`config.mk`:
```
export PLATFORM = sky130hd
export DESIGN_NAME = timestamp_priority_queue
export DESIGN_NICKNAME = d
export VERILOG_FILES = /design/src/hw/rtl/tpq_pkg.sv /design/src/hw/rtl/tpq_datapath.sv /design/src/hw/rtl/tpq_ctrl.sv /design/src/hw/rtl/timestamp_priority_queue.sv
export SDC_FILE = /design/constraint.sdc
export NUM_CORES = 1
export LEC_CHECK = 0
export ABC_AREA = 1
export ABC_CLOCK_PERIOD_IN_PS = 4600
export BUFFER_PORTS_ARGS = -buffer_cell sky130_fd_sc_hd__buf_2
export CORE_MARGIN = 2
export CORE_UTILIZATION = 55
export DETAILED_ROUTE_END_ITERATION = 7
export PLACE_DENSITY_LB_ADDON = 0.2
export SYNTH_ARGS = -nofsm -noshare
export SYNTH_HDL_FRONTEND = slang
export SYNTH_HIERARCHICAL = 1
export SYNTH_SLANG_ARGS = --single-unit
```
`constraint.sdc`:
```
create_clock -name clk -period 4.6 [get_ports clk]
set_clock_uncertainty 0.1 [all_clocks]
set_input_delay 0.46 -clock clk [delete_from_list [all_inputs] [get_ports clk]]
set_output_delay 0.46 -clock clk [all_outputs]
set_load 0.03 [all_outputs]
```
`src/hw/rtl/tpq_pkg.sv`:
```
// Shared constants, codes and control types of the timestamp priority queue.
`default_nettype none

package tpq_pkg;

  localparam int SLOTS     = 16;
  localparam int IDX_W     = $clog2(SLOTS);
  localparam int ID_W      = 4;
  localparam int TIME_W    = 15;
  localparam int COUNT_W   = 5;
  localparam int STATUS_W  = 3;
  localparam int S_TDATA_W = 24;
  localparam int M_TDATA_W = 32;

  typedef enum logic {
    FUNC_PUSH = 1'b0,
    FUNC_POP  = 1'b1
  } func_t;

  typedef enum logic [STATUS_W-1:0] {
    STAT_OK        = 3'd0,
    STAT_FULL      = 3'd1,
    STAT_ZERO_TIME = 3'd2,
    STAT_EMPTY     = 3'd3,
    STAT_MISMATCH  = 3'd4
  } status_t;

  typedef enum logic [2:0] {
    ST_IDLE,
    ST_SCAN_FIRST,
    ST_APPLY,
    ST_SCAN_SECOND,
    ST_RESULT
  } state_t;

  // Commands from the controller to the datapath.
  typedef struct packed {
    logic in_load;
    logic scan_start;
    logic scan_step;
    logic apply;
    logic out_load;
  } cmd_t;

  // Status from the datapath to the controller.
  typedef struct packed {
    logic scan_last;
    logic out_busy;
  } stat_t;

endpackage

`default_nettype wire

```
`src/hw/rtl/tpq_datapath.sv`:
```
// Slot table, scan trackers and output register of the timestamp priority queue.
`default_nettype none

module tpq_datapath (
  input  wire logic                       clk,
  input  wire logic                       rst,
  input  wire tpq_pkg::cmd_t              cmd,
  output tpq_pkg::stat_t                  stat,
  input  wire logic [tpq_pkg::S_TDATA_W-1:0] s_tdata,
  input  wire logic                       s_tuser,
  output logic                            m_tvalid,
  input  wire logic                       m_tready,
  output logic [tpq_pkg::M_TDATA_W-1:0]   m_tdata
);
  import tpq_pkg::*;

  logic [TIME_W-1:0]  slot_time  [SLOTS];
  logic [ID_W-1:0]    slot_owner [SLOTS];
  logic [COUNT_W-1:0] occupied_count;

  func_t              op_func;
  logic [ID_W-1:0]    op_id;
  logic [TIME_W-1:0]  op_time;
  status_t            op_status;

  logic [IDX_W-1:0]   idx;
  logic               best_valid;
  logic [IDX_W-1:0]   best_idx;
  logic [TIME_W-1:0]  best_time;
  logic [ID_W-1:0]    best_id;
  logic               free_valid;
  logic [IDX_W-1:0]   free_idx;

  logic [TIME_W-1:0]  cur_time;
  logic [ID_W-1:0]    cur_id;
  logic               cur_better;

  assign cur_time = slot_time[idx];
  assign cur_id   = slot_owner[idx];

  // An occupied slot beats the current best on a smaller timestamp, or on a smaller id at a tie.
  assign cur_better = (cur_time != '0) &&
                      (!best_valid || (cur_time < best_time) ||
                       ((cur_time == best_time) && (cur_id < best_id)));

  assign stat.scan_last = (idx == IDX_W'(SLOTS - 1));
  assign stat.out_busy  = m_tvalid && !m_tready;

  always_ff @(posedge clk) begin
    if (cmd.in_load) begin
      op_func <= func_t'(s_tuser);
      op_id   <= s_tdata[ID_W-1:0];
      op_time <= s_tdata[ID_W +: TIME_W];
    end
  end

  always_ff @(posedge clk) begin
    if (rst) begin
      idx        <= '0;
      best_valid <= 1'b0;
      free_valid <= 1'b0;
    end else if (cmd.scan_start) begin
      idx        <= '0;
      best_valid <= 1'b0;
      free_valid <= 1'b0;
    end else if (cmd.scan_step) begin
      idx <= idx + IDX_W'(1);
      if (cur_better) begin
        best_valid <= 1'b1;
        best_idx   <= idx;
        best_time  <= cur_time;
        best_id    <= cur_id;
      end
      if ((cur_time == '0) && !free_valid) begin
        free_valid <= 1'b1;
        free_idx   <= idx;
      end
    end
  end

  always_ff @(posedge clk) begin
    if (rst) begin
      for (int i = 0; i < SLOTS; i++) begin
        slot_time[i]  <= '0;
        slot_owner[i] <= '0;
      end
      occupied_count <= '0;
      op_status      <= STAT_OK;
    end else if (cmd.apply) begin
      op_status <= STAT_OK;
      if (op_func == FUNC_PUSH) begin
        if (op_time == '0) begin
          op_status <= STAT_ZERO_TIME;
        end else if (!free_valid) begin
          op_status <= STAT_FULL;
        end else begin
          slot_time[free_idx]  <= op_time;
          slot_owner[free_idx] <= op_id;
          occupied_count       <= occupied_count + COUNT_W'(1);
        end
      end else begin
        if (!best_valid) begin
          op_status <= STAT_EMPTY;
        end else if (best_id != op_id) begin
          op_status <= STAT_MISMATCH;
        end else begin
          slot_time[best_idx]  <= '0;
          slot_owner[best_idx] <= '0;
          occupied_count       <= occupied_count - COUNT_W'(1);
        end
      end
    end
  end

  always_ff @(posedge clk) begin
    if (rst) begin
      m_tvalid <= 1'b0;
    end else if (cmd.out_load) begin
      m_tvalid <= 1'b1;
    end else if (m_tready) begin
      m_tvalid <= 1'b0;
    end
  end

  // Head fields read as zero when the second scan found no occupied slot.
  always_ff @(posedge clk) begin
    if (cmd.out_load) begin
      m_tdata <= {4'b0000,
                  op_status,
                  occupied_count,
                  !best_valid,
                  best_valid ? best_time : TIME_W'(0),
                  best_valid ? best_id : ID_W'(0)};
    end
  end

endmodule

`default_nettype wire

```
`src/hw/rtl/tpq_ctrl.sv`:
```
// Controller state machine that sequences the scans and the table update.
`default_nettype none

module tpq_ctrl (
  input  wire logic           clk,
  input  wire logic           rst,
  input  wire logic           s_tvalid,
  output logic                s_tready,
  input  wire tpq_pkg::stat_t stat,
  output tpq_pkg::cmd_t       cmd
);
  import tpq_pkg::*;

  state_t state;
  state_t state_next;

  always_ff @(posedge clk) begin
    if (rst) begin
      state <= ST_IDLE;
    end else begin
      state <= state_next;
    end
  end

  always_comb begin
    state_next = state;
    cmd        = '0;
    s_tready   = 1'b0;
    case (state)
      ST_IDLE: begin
        s_tready = 1'b1;
        if (s_tvalid) begin
          cmd.in_load    = 1'b1;
          cmd.scan_start = 1'b1;
          state_next     = ST_SCAN_FIRST;
        end
      end
      ST_SCAN_FIRST: begin
        cmd.scan_step = 1'b1;
        if (stat.scan_last) begin
          state_next = ST_APPLY;
        end
      end
      ST_APPLY: begin
        cmd.apply      = 1'b1;
        cmd.scan_start = 1'b1;
        state_next     = ST_SCAN_SECOND;
      end
      ST_SCAN_SECOND: begin
        cmd.scan_step = 1'b1;
        if (stat.scan_last) begin
          state_next = ST_RESULT;
        end
      end
      ST_RESULT: begin
        if (!stat.out_busy) begin
          cmd.out_load = 1'b1;
          state_next   = ST_IDLE;
        end
      end
      default: begin
        state_next = ST_IDLE;
      end
    endcase
  end

endmodule

`default_nettype wire

```
`src/hw/rtl/timestamp_priority_queue.sv`:
```
// Top level of the timestamp priority queue: controller and datapath.
// m_tvalid rises after two sequential scans over the slot table, one slot per cycle:
// the first finds a free slot or the head, then the table is updated and the second finds the new head.
// A new beat is taken only while idle, but it is taken while a result waits.
// Reset (rst, synchronous, active high) frees every slot and clears the count.
`default_nettype none

module timestamp_priority_queue (
  input  wire logic                          clk,
  input  wire logic                          rst,
  input  wire logic                          s_tvalid,
  output logic                               s_tready,
  // [3:0] entry_id, [18:4] entry_time, [23:19] zero
  input  wire logic [tpq_pkg::S_TDATA_W-1:0] s_tdata,
  // [0] func
  input  wire logic                          s_tuser,
  output logic                               m_tvalid,
  input  wire logic                          m_tready,
  // [3:0] head_id, [18:4] head_time, [19] queue_empty, [24:20] entry_count,
  // [27:25] status, [31:28] zero
  output logic [tpq_pkg::M_TDATA_W-1:0]      m_tdata
);
  import tpq_pkg::*;

  cmd_t  cmd;
  stat_t stat;

  tpq_ctrl u_ctrl (
    .clk      (clk),
    .rst      (rst),
    .s_tvalid (s_tvalid),
    .s_tready (s_tready),
    .stat     (stat),
    .cmd      (cmd)
  );

  tpq_datapath u_datapath (
    .clk      (clk),
    .rst      (rst),
    .cmd      (cmd),
    .stat     (stat),
    .s_tdata  (s_tdata),
    .s_tuser  (s_tuser),
    .m_tvalid (m_tvalid),
    .m_tready (m_tready),
    .m_tdata  (m_tdata)
  );

endmodule

`default_nettype wire
```
# Word-level counts from Yosys, hierarchy flattened
# Memory sizes are Yosys's and may differ from the RTL's. A register that Yosys moved wholly into a read port is not among the register bits.
# Index checks and enable logic that the tools add are counted.
# totals
regBits,93
latchBits,0
ram_bits,304
rom_bits,0
word_cells,121
n_memories,2
# memory_table
name,words,word_bits,read_ports,rd_ports_with_merged_regs,write_ports,line,text
u_datapath.slot_time,16,15,1,1,16,tpq_datapath.sv:17,logic [TIME_W-1:0] slot_time [SLOTS];
u_datapath.slot_owner,16,4,1,1,16,tpq_datapath.sv:18,logic [ID_W-1:0] slot_owner [SLOTS];
# classes
n_addsub,3
multipliers,0
n_div,0
magnitude_cmp,2
n_eq_ne,14
n_shift,0
n_mux,55
n_bitwise,2
n_reduce_logical,27
# ops
operator,count
$mux W4,10
$logic_not A15 Y1,2
$mux W15,2
$reduce_or A15 Y1,2
$mux W1,27
$mux W5,5
$mux W3,8
$eq A15 B15 Y1,1
$lt A15 B15 Y1,1
$pmux W3 S5,1
$reduce_bool A15 Y1,1
$ne A2 B2 Y1 const B,6
$reduce_and A4 Y1,3
$reduce_or A4 Y1,2
$eq A3 B2 Y1 const B,2
$add A5 B1 Y5 const B,1
$reduce_and A5 Y1,1
$sub A5 B1 Y5 const B,1
$add A4 B1 Y4 const B,1
$eq A4 B4 Y1 const B,1
$logic_and A1 B1 Y1,4
$lt A4 B4 Y1,1
$ne A4 B4 Y1,1
$reduce_and A2 Y1,2
other kinds (11),17

# Longest topological paths before layout
# Gate-level depths: netlist of the first run.
# depth
depth_word,9
mapped_depth,20
depth_no_buf,17

# By module
# The synthesis of the first run kept the hierarchy.
# modules_own_cells
mod,n_inst,cells_each,area_each_um2,seq_area_each_um2
tpq_datapath,1,1889,18974.4,11761.3
tpq_ctrl,1,31,191.4,60.1

# Worst setup path after synthesis of the first run
# OpenSTA, ideal clock, no wires.
# synth_path
kind,reg2reg
startpoint,reg u_datapath.m_tvalid
endpoint,"reg u_datapath/m_tdata[0] in the netlist's numbering, enable pin"
setup_time_ns,0.487
arrival_time_ns,3.286
required_time_ns,4.013
setup_slack_ns,0.727
path_stages_with_launch,4
path_buffers,0
cell_sequence,dfxtp_1 > inv_1 > nor2_1 > nor4_1
# synth_rtl
item,line,text
"start, declared",tpq_datapath.sv:11,"output logic m_tvalid,"
"start signal, assigned",tpq_datapath.sv:117,m_tvalid <= 1'b0;
"start signal, assigned",tpq_datapath.sv:119,m_tvalid <= 1'b1;
"start signal, assigned",tpq_datapath.sv:121,m_tvalid <= 1'b0;
"end signal, assigned",tpq_datapath.sv:128,"m_tdata <= {4'b0000,"
"end, declared",tpq_datapath.sv:13,output logic [tpq_pkg::M_TDATA_W-1:0] m_tdata

==> results.py, run 1 <==
metrics = {
    "critical_path": {
        "cp_data_arrival_time_ns": 4.21,
        "cp_cell_sequence": "buf_4 > o21ai_0 > o221ai_1 > nand3_1 > nand2_1 > ha_1 > a21oi_1 > nand4_1 > nor3_1 > a21oi_1 > nor2_2",
        "critPathKind": "reg2reg",
        "slowest_delay_ns": 0.96,
        "cp_slowest_cell": "nor2_2",
        "cp-end-kind": "register",
        "cp.required_ns": 4.64,
        "cp_max_fo": 59,
        "cp_common_cell": "a21oi_1",
        "cp-start-kind": "register",
    },
    "finish": {
        "syn_to_final_growth_pct": 12.7,
        "nets": 2003,
        "drive_above_1_share": 0.142,
        "num-fill-cells": 2715,
        "final_cells": 2438,
        "diodes": 0,
    },
    "outcome": {
        "status": "finished, final reports clean",
    },
    "timing": {
        "setup_viol": 0,
        "worst_pin_slew_ns": 1.28,
        "setup_tns_ns": 0,
        "final_hold_viol_count": 0,
        "rsz0062_at_grt": "false",
        "fmaxAchievable_ghz": 0.240,
        "period_needed_ns": 4.18,
        "max_slew_margin": 0.148,
        "fin_crit_sh": 0.908,
        "slew_violations": 0,
    },
    "global_route": {
        "grt_pass1_wl_microns": 78600,
        "groute.usage.overall": 0.285,
        "grt_overflow": 0,
        "antenna_found_initial": 0,
        "grt_max_degree": 60,
        "grt_pass1_vias": 13700,
    },
    "clocking": {
        "cts_sinks": 401,
        "max-clock-path-buffers": 3,
        "cts_tree": "done",
        "clk_pin_slew_worst_paths_ns": 0.06,
        "htree_levels": 2,
        "ctsResizeCount": 0,
        "insertion_delay_ns": 0.54,
        "cts-root-buf": "clkbuf_16",
        "cts-buffers-inserted": 42,
    },
    "routing": {
        "first_pass_iters": 6,
        "wl_microns": 50700,
        "via_count": 14200,
        "drtIter0Drc": 1536,
        "drcViolationCount": 0,
        "routedWlPerCell_microns": 20.8,
        "vias_per_cell": 5.84,
        "postRouteAntennaNets": 0,
    },
    "die": {
        "pin_count": 63,
        "die_h_microns": 191,
        "core_sq_mm": 0.0345,
        "die-area_sq_mm": 0.0364,
        "start_util": 0.556,
        "fp.dieW_microns": 191,
        "rows": 68,
    },
    "synth": {
        "synth_area_sq_mm": 0.0192,
        "avgSynthCellArea_sq_um": 9.98,
        "ys_seq_area_frac": 0.617,
        "yosysUniqueCellTypes": 40,
        "syn_inst": 1920,
        "ys_seq_elements": 401,
        "yosysWarnings": 6,
    },
    "power": {
        "power.total_w": 0.00866,
        "vdd_drop_max_mv": 0.350,
        "powerDensity_mw_per_mm2": 401,
        "p_leak_nw": 8.40,
    },
    "placement": {
        "portBuffers": 53,
        "dp_hpwl_microns": 31000,
        "place_congestion": 0.837,
        "dpl.cell_count": 2342,
    },
    "flow_run": {
        "drv_cap": 0,
    },
    "min_path": {
        "hp-class": "in2reg",
    },
}
==> report_power, final <==
group	switching [W]	total, W	internal, W	leakage (nW)
sequential	0.0000703	0.00421	0.00414	4.02
clock	0.00138	0.00345	0.00207	0.700
combinational	0.000722	0.00100	0.000282	3.69
==> worst max-delay path: cells and delay by family, from the launching register on <==
| family | cells | cell delay (ns) |
|---|---|---|
| simple gates | 5 | 1.54 |
| compound gates | 4 | 0.84 |
| flops | 1 | 0.33 |
| buf+inv | 1 | 0.66 |
| fa+ha+maj | 1 | 0.26 |
==> final cells by class <==
class	count	area, sq um	share of cell area
Clock inverter	19	196	0.00909
Clock buffer	57	1210	0.0561
Timing Repair Buffer	140	1110	0.0512
Tap cell	455	569	0.0263
Sequential cell	401	11800	0.547
Inverter	183	689	0.0319
Multi-Input combinational cell	1183	6000	0.278
==> placed cells by master (no fill, tap or decap), types with 4 or more instances in the layout <==
cell,Yosys,routed
a21oi_1,23,23
buf_12,0,11
buf_2,92,53
buf_4,16,56
bufinv_16,0,4
clkbuf_1,42,9
clkbuf_16,0,46
clkinv_1,2,6
clkinv_2,0,10
conb_1,1,4
dfxtp_1,22,19
dlygate4sd3_1,0,20
edfxtp_1,379,379
ha_1,22,22
inv_1,180,178
nand2_1,430,430
nand2_4,0,4
nand3_1,160,160
nand4_1,5,5
nor2_1,100,99
nor3_1,255,255
nor3_2,58,58
o211ai_1,8,8
o21ai_0,52,52
o21ai_1,23,7
o21ai_2,0,16
o221ai_1,10,10
xor2_1,6,6
==> metal layers <==
| metal | wire [microns] | vias up | global-route usage |
|---|---|---|---|
| met5 | 0 | - | 0 |
| met4 | 1860 | 0 | 0.103 |
| met3 | 4170 | 122 | 0.0444 |
| met2 | 24200 | 682 | 0.474 |
| met1 | 20500 | 6825 | 0.382 |
| li1 | - | 6606 | - |
==> cells by family after synthesis <==
family,count (synthesis),synth area share
AOI/OAI and AO/OA,123,0.0368
xor gates and xnor gates,7,0.00320
adders and majority gates,23,0.0154
buffers and inverters,339,0.0759
DFF,401,0.617
other,1,0.000196
and+or+nand+nor,1026,0.252
==> stage by stage <==
step	hold slack, ns	utilization	setup WS, ns	cell area, sq um
2_1_floorplan	0.303	-	0.727	19200
3_3_place_gp	0.321	0.580	0.598	20000
3_5_place_dp	0.323	0.580	0.533	20000
4_1_cts	0.112	0.627	0.506	21600
5_1_grt	0.166	0.627	0.180	21600
6_report	0.136	0.627	0.425	21600
==> synth_stat cells (all sizes together) <==
cell type | instances | area (sq um)
a211oi | 1 | 7.51
a21oi | 24 | 124
a31oi | 1 | 6.26
and2 | 1 | 7.51
buf | 114 | 611
clkbuf | 42 | 158
clkinv | 2 | 7.51
conb | 1 | 3.75
dfxtp | 22 | 440
edfxtp | 379 | 11400
fa | 1 | 20.0
ha | 22 | 275
inv | 181 | 679
nand2 | 435 | 1650
nand3 | 165 | 858
nand4 | 5 | 31.3
nor2 | 103 | 399
nor2b | 1 | 6.26
nor3 | 313 | 1860
nor4 | 2 | 12.5
o211ai | 8 | 60.1
o21ai | 77 | 408
o221ai | 10 | 87.6
o22ai | 2 | 12.5
or2 | 1 | 6.26
xnor2 | 1 | 8.76
xor2 | 6 | 52.6
==> state kept, by name, indices dropped and copies added, names as in the netlist, 5 cells and up, named ones only <==
register                   flops
u_datapath/m_tdata            28
u_datapath/slot_time         240
u_datapath/op_time            15
u_datapath/slot_owner         64
u_datapath/best_time          15
u_datapath/occupied_count      5
==> final timing paths <==
kind | from | cells past startpoint | slack, ns | endpoint
setup / recovery | register | 11 | 0.42 | u_datapath/best_id[3]$_DFFE_PP_
hold / removal | m_tready | 4 | 0.14 | u_datapath/m_tvalid$_SDFFE_PP0P_
setup reg to reg | register | 11 | 0.42 | u_datapath/best_id[3]$_DFFE_PP_
hold reg to reg | u_datapath/op_status[0]$_SDFFE_PP0P_ | 0 | 0.34 | u_datapath/m_tdata[25]$_DFFE_PP_
==> repair_timing <==
action | 4_1_cts | 5_1_grt
endpoints found under the hold margin | 20 | 0
setup buffers | 0 | 0
endpoints found under the setup margin | 0 | 0
hold buffers | 20 | 0
(Power assumes the default switching activity.)
==> run 2, diff against run 1 <==
Settings changed: CTS_CLUSTER_DIAMETER set to 150, PLACE_DENSITY_LB_ADDON 0.2 to 0.25, SLEW_MARGIN set to 40.
==> run 2 against run 1 <==
- non-clock buffer count shrank 16
- worst hold slack is essentially flat
- clock power shrank 9.3%
- combinational power is essentially flat
- cell count shrank 0.82%
- count of clock-buffer cells in the layout grew 3
- critical path type unchanged
- critical endpoint is now u_datapath/slot_time[4][3]$_SDFFCE_PN0P_
- highest routed layer unchanged
==> results.py, run 2 (same netlist as run 1, synthesis figures left out) <==
metrics = {
    "outcome": {
        "status": "finished, final reports clean",
    },
    "clocking": {
        "htree_levels": 2,
        "cts_sinks": 401,
        "cts_tree": "done",
        "postCtsSetupBuffers": 0,
        "insertion_delay_ns": 0.55,
        "clk_pin_slew_worst_paths_ns": 0.06,
        "cts-root-buf": "clkbuf_16",
        "max-clock-path-buffers": 3,
        "ctsHoldBuffers": 20,
        "ctsResizeCount": 0,
        "cts-buffers-inserted": 41,
    },
    "finish": {
        "layout_common_cells": "427 x nand2_1, 379 x edfxtp_1, 255 x nor3_1",
        "nets": 1986,
        "final_common_cell": "nand2_1",
        "largest_registers": "u_datapath/slot_time: 240 flops, u_datapath/slot_owner: 64 flops, u_datapath/m_tdata: 28 flops",
        "largest_register_ff_count": 240,
        "num-fill-cells": 2803,
        "diodes": 0,
        "largest_register": "u_datapath/slot_time",
        "syn_to_final_growth_pct": 11.0,
        "drive_above_1_share": 0.131,
    },
    "min_path": {
        "hp-class": "in2reg",
        "min_to": "u_datapath/m_tvalid$_SDFFE_PP0P_",
        "min_from": "m_tready",
        "holdPathStages": 4,
    },
    "die": {
        "pin_count": 63,
        "start_util": 0.556,
        "rows": 68,
        "fp.dieW_microns": 191,
        "die-area_sq_mm": 0.0364,
        "core_sq_mm": 0.0345,
        "die_h_microns": 191,
    },
    "placement": {
        "dp_hpwl_microns": 28800,
        "portBuffers": 53,
        "place_congestion": 0.852,
    },
    "critical_path": {
        "r2r-end": "u_datapath/slot_time[4][3]$_SDFFCE_PN0P_",
        "cp_data_arrival_time_ns": 4.03,
        "cp_num_buf_inv": 3,
        "cp_cell_sequence": "nor2_2 > nand2_1 > inv_1 > inv_1 > nor3_2 > nand3_4 > o21ai_1 > nand3_2 > o21ai_2 > buf_4",
        "worstSetupStartpoint": "u_ctrl/state[0]$_SDFFE_PP0P_",
        "critPathTopFamily": "simple AND/OR/NAND/NOR gates",
        "ff2ff_setup_slack_ns": 0.68,
        "ff2ff_path_depth": 10,
        "cp_common_cell": "inv_1",
        "cp.required_ns": 4.71,
        "slowest_delay_ns": 0.48,
        "critPathKind": "reg2reg",
        "cp-start-kind": "register",
        "cp_slowest_cell": "nand3_2",
        "cp_max_fo": 35,
        "cp-end-kind": "register",
        "rr_startpoint": "u_ctrl/state[0]$_SDFFE_PP0P_",
    },
    "routing": {
        "wl_microns": 49500,
        "via_count": 14100,
        "drtIter0Drc": 1421,
        "vias_per_cell": 5.83,
        "drcViolationCount": 0,
        "postRouteAntennaNets": 0,
        "routedWlPerCell_microns": 20.5,
        "first_pass_iters": 5,
    },
    "global_route": {
        "grt_pass1_wl_microns": 76400,
        "antenna_found_initial": 0,
        "grt_overflow": 0,
        "grt_pass1_vias": 13700,
        "groute.usage.overall": 0.275,
        "grt_max_degree": 158,
    },
    "timing": {
        "final_hold_viol_count": 0,
        "worst_pin_slew_ns": 0.894,
        "setup_viol": 0,
        "fmaxAchievable_ghz": 0.255,
        "slew_violations": 0,
        "fin_crit_sh": 0.851,
        "setup_tns_ns": 0,
        "whs_ns": 0.136,
        "rsz0062_at_grt": "false",
        "period_needed_ns": 3.92,
        "max_slew_margin": 0.403,
    },
    "power": {
        "vdd_drop_max_mv": 0.310,
        "p_leak_nw": 8.20,
        "powerDensity_mw_per_mm2": 390,
    },
    "flow_run": {
        "drv_cap": 0,
    },
}
## run 2: changes by cell type in the layout (fill, tap and decap cells not counted), moves of 3 or more
cell,change
nand2_1,-3
buf_12,-5
clkinv_2,-6
clkbuf_16,-3
buf_4,-12
clkbuf_1,+7
bufinv_16,-3
nand2_2,+3
## run 2: routing by layer
metal,GRT usage,vias to the layer above,part of all wire
met3,0.0484,127,0.088
li1,-,6581,-
met2,0.446,649,0.48
met5,0,-,0
met1,0.367,6749,0.40
met4,0.113,0,0.037
## run 2: worst max path at each step
stage / to / slack (ns) / cells after the start
2_1_floorplan: u_datapath/m_tdata[0]$_SDFFCE_PN0P_ / 0.73 / 3
3_3_place_gp: u_datapath/best_time[8]$_DFFE_PP_ / 0.93 / 19
3_5_place_dp: u_datapath/slot_time[4][13]$_SDFFCE_PN0P_ / 0.80 / 10
4_1_cts: u_datapath/slot_time[4][5]$_SDFFCE_PN0P_ / 0.78 / 10
5_1_grt: u_datapath/slot_time[4][5]$_SDFFCE_PN0P_ / 0.47 / 10
6_report: u_datapath/slot_time[4][3]$_SDFFCE_PN0P_ / 0.68 / 10
## run 2: worst register-to-register path, stage by stage, from the launching register on
cell and delay, ns:
dfxtp_1 0.38, nor2_2 0.18, nand2_1 0.10, inv_1 0.14, inv_1 0.10, nor3_2 0.35
nand3_4 0.43, o21ai_1 0.47, nand3_2 0.48, o21ai_2 0.49, buf_4 0.37
## run 2: through the flow
step,setup slack [ns],std cells,area (sq um),total power (W),util
after floorplan,0.727,1923,19200,0.00489,-
after global placement,0.927,2326,19800,0.00519,0.575
after detailed placement,0.802,2326,19800,0.00522,0.575
after CTS,0.777,2418,21300,0.00831,0.617
after global routing,0.472,2418,21300,0.00859,0.617
final,0.684,2418,21300,0.00830,0.617
## run 2: power breakdown
| group | internal (W) | total [W] | switching, W |
|---|---|---|---|
| logic | 0.000262 | 0.000976 | 0.000714 |
| registers | 0.00413 | 0.00420 | 0.0000617 |
| clock network | 0.00179 | 0.00313 | 0.00134 |
| total | 0.00618 | 0.00830 | 0.00212 |
## run 2: final cells by class
cell class | instances | area, sq um | share of cell area
clock inverter | 12 | 86.3 | 0.00406
tap | 455 | 569 | 0.0268
timing repair buffer | 124 | 927 | 0.0436
clock buffer | 60 | 1150 | 0.0541
sequential | 401 | 11800 | 0.556
multi-input combinational | 1183 | 6020 | 0.283
inverter | 183 | 689 | 0.0324
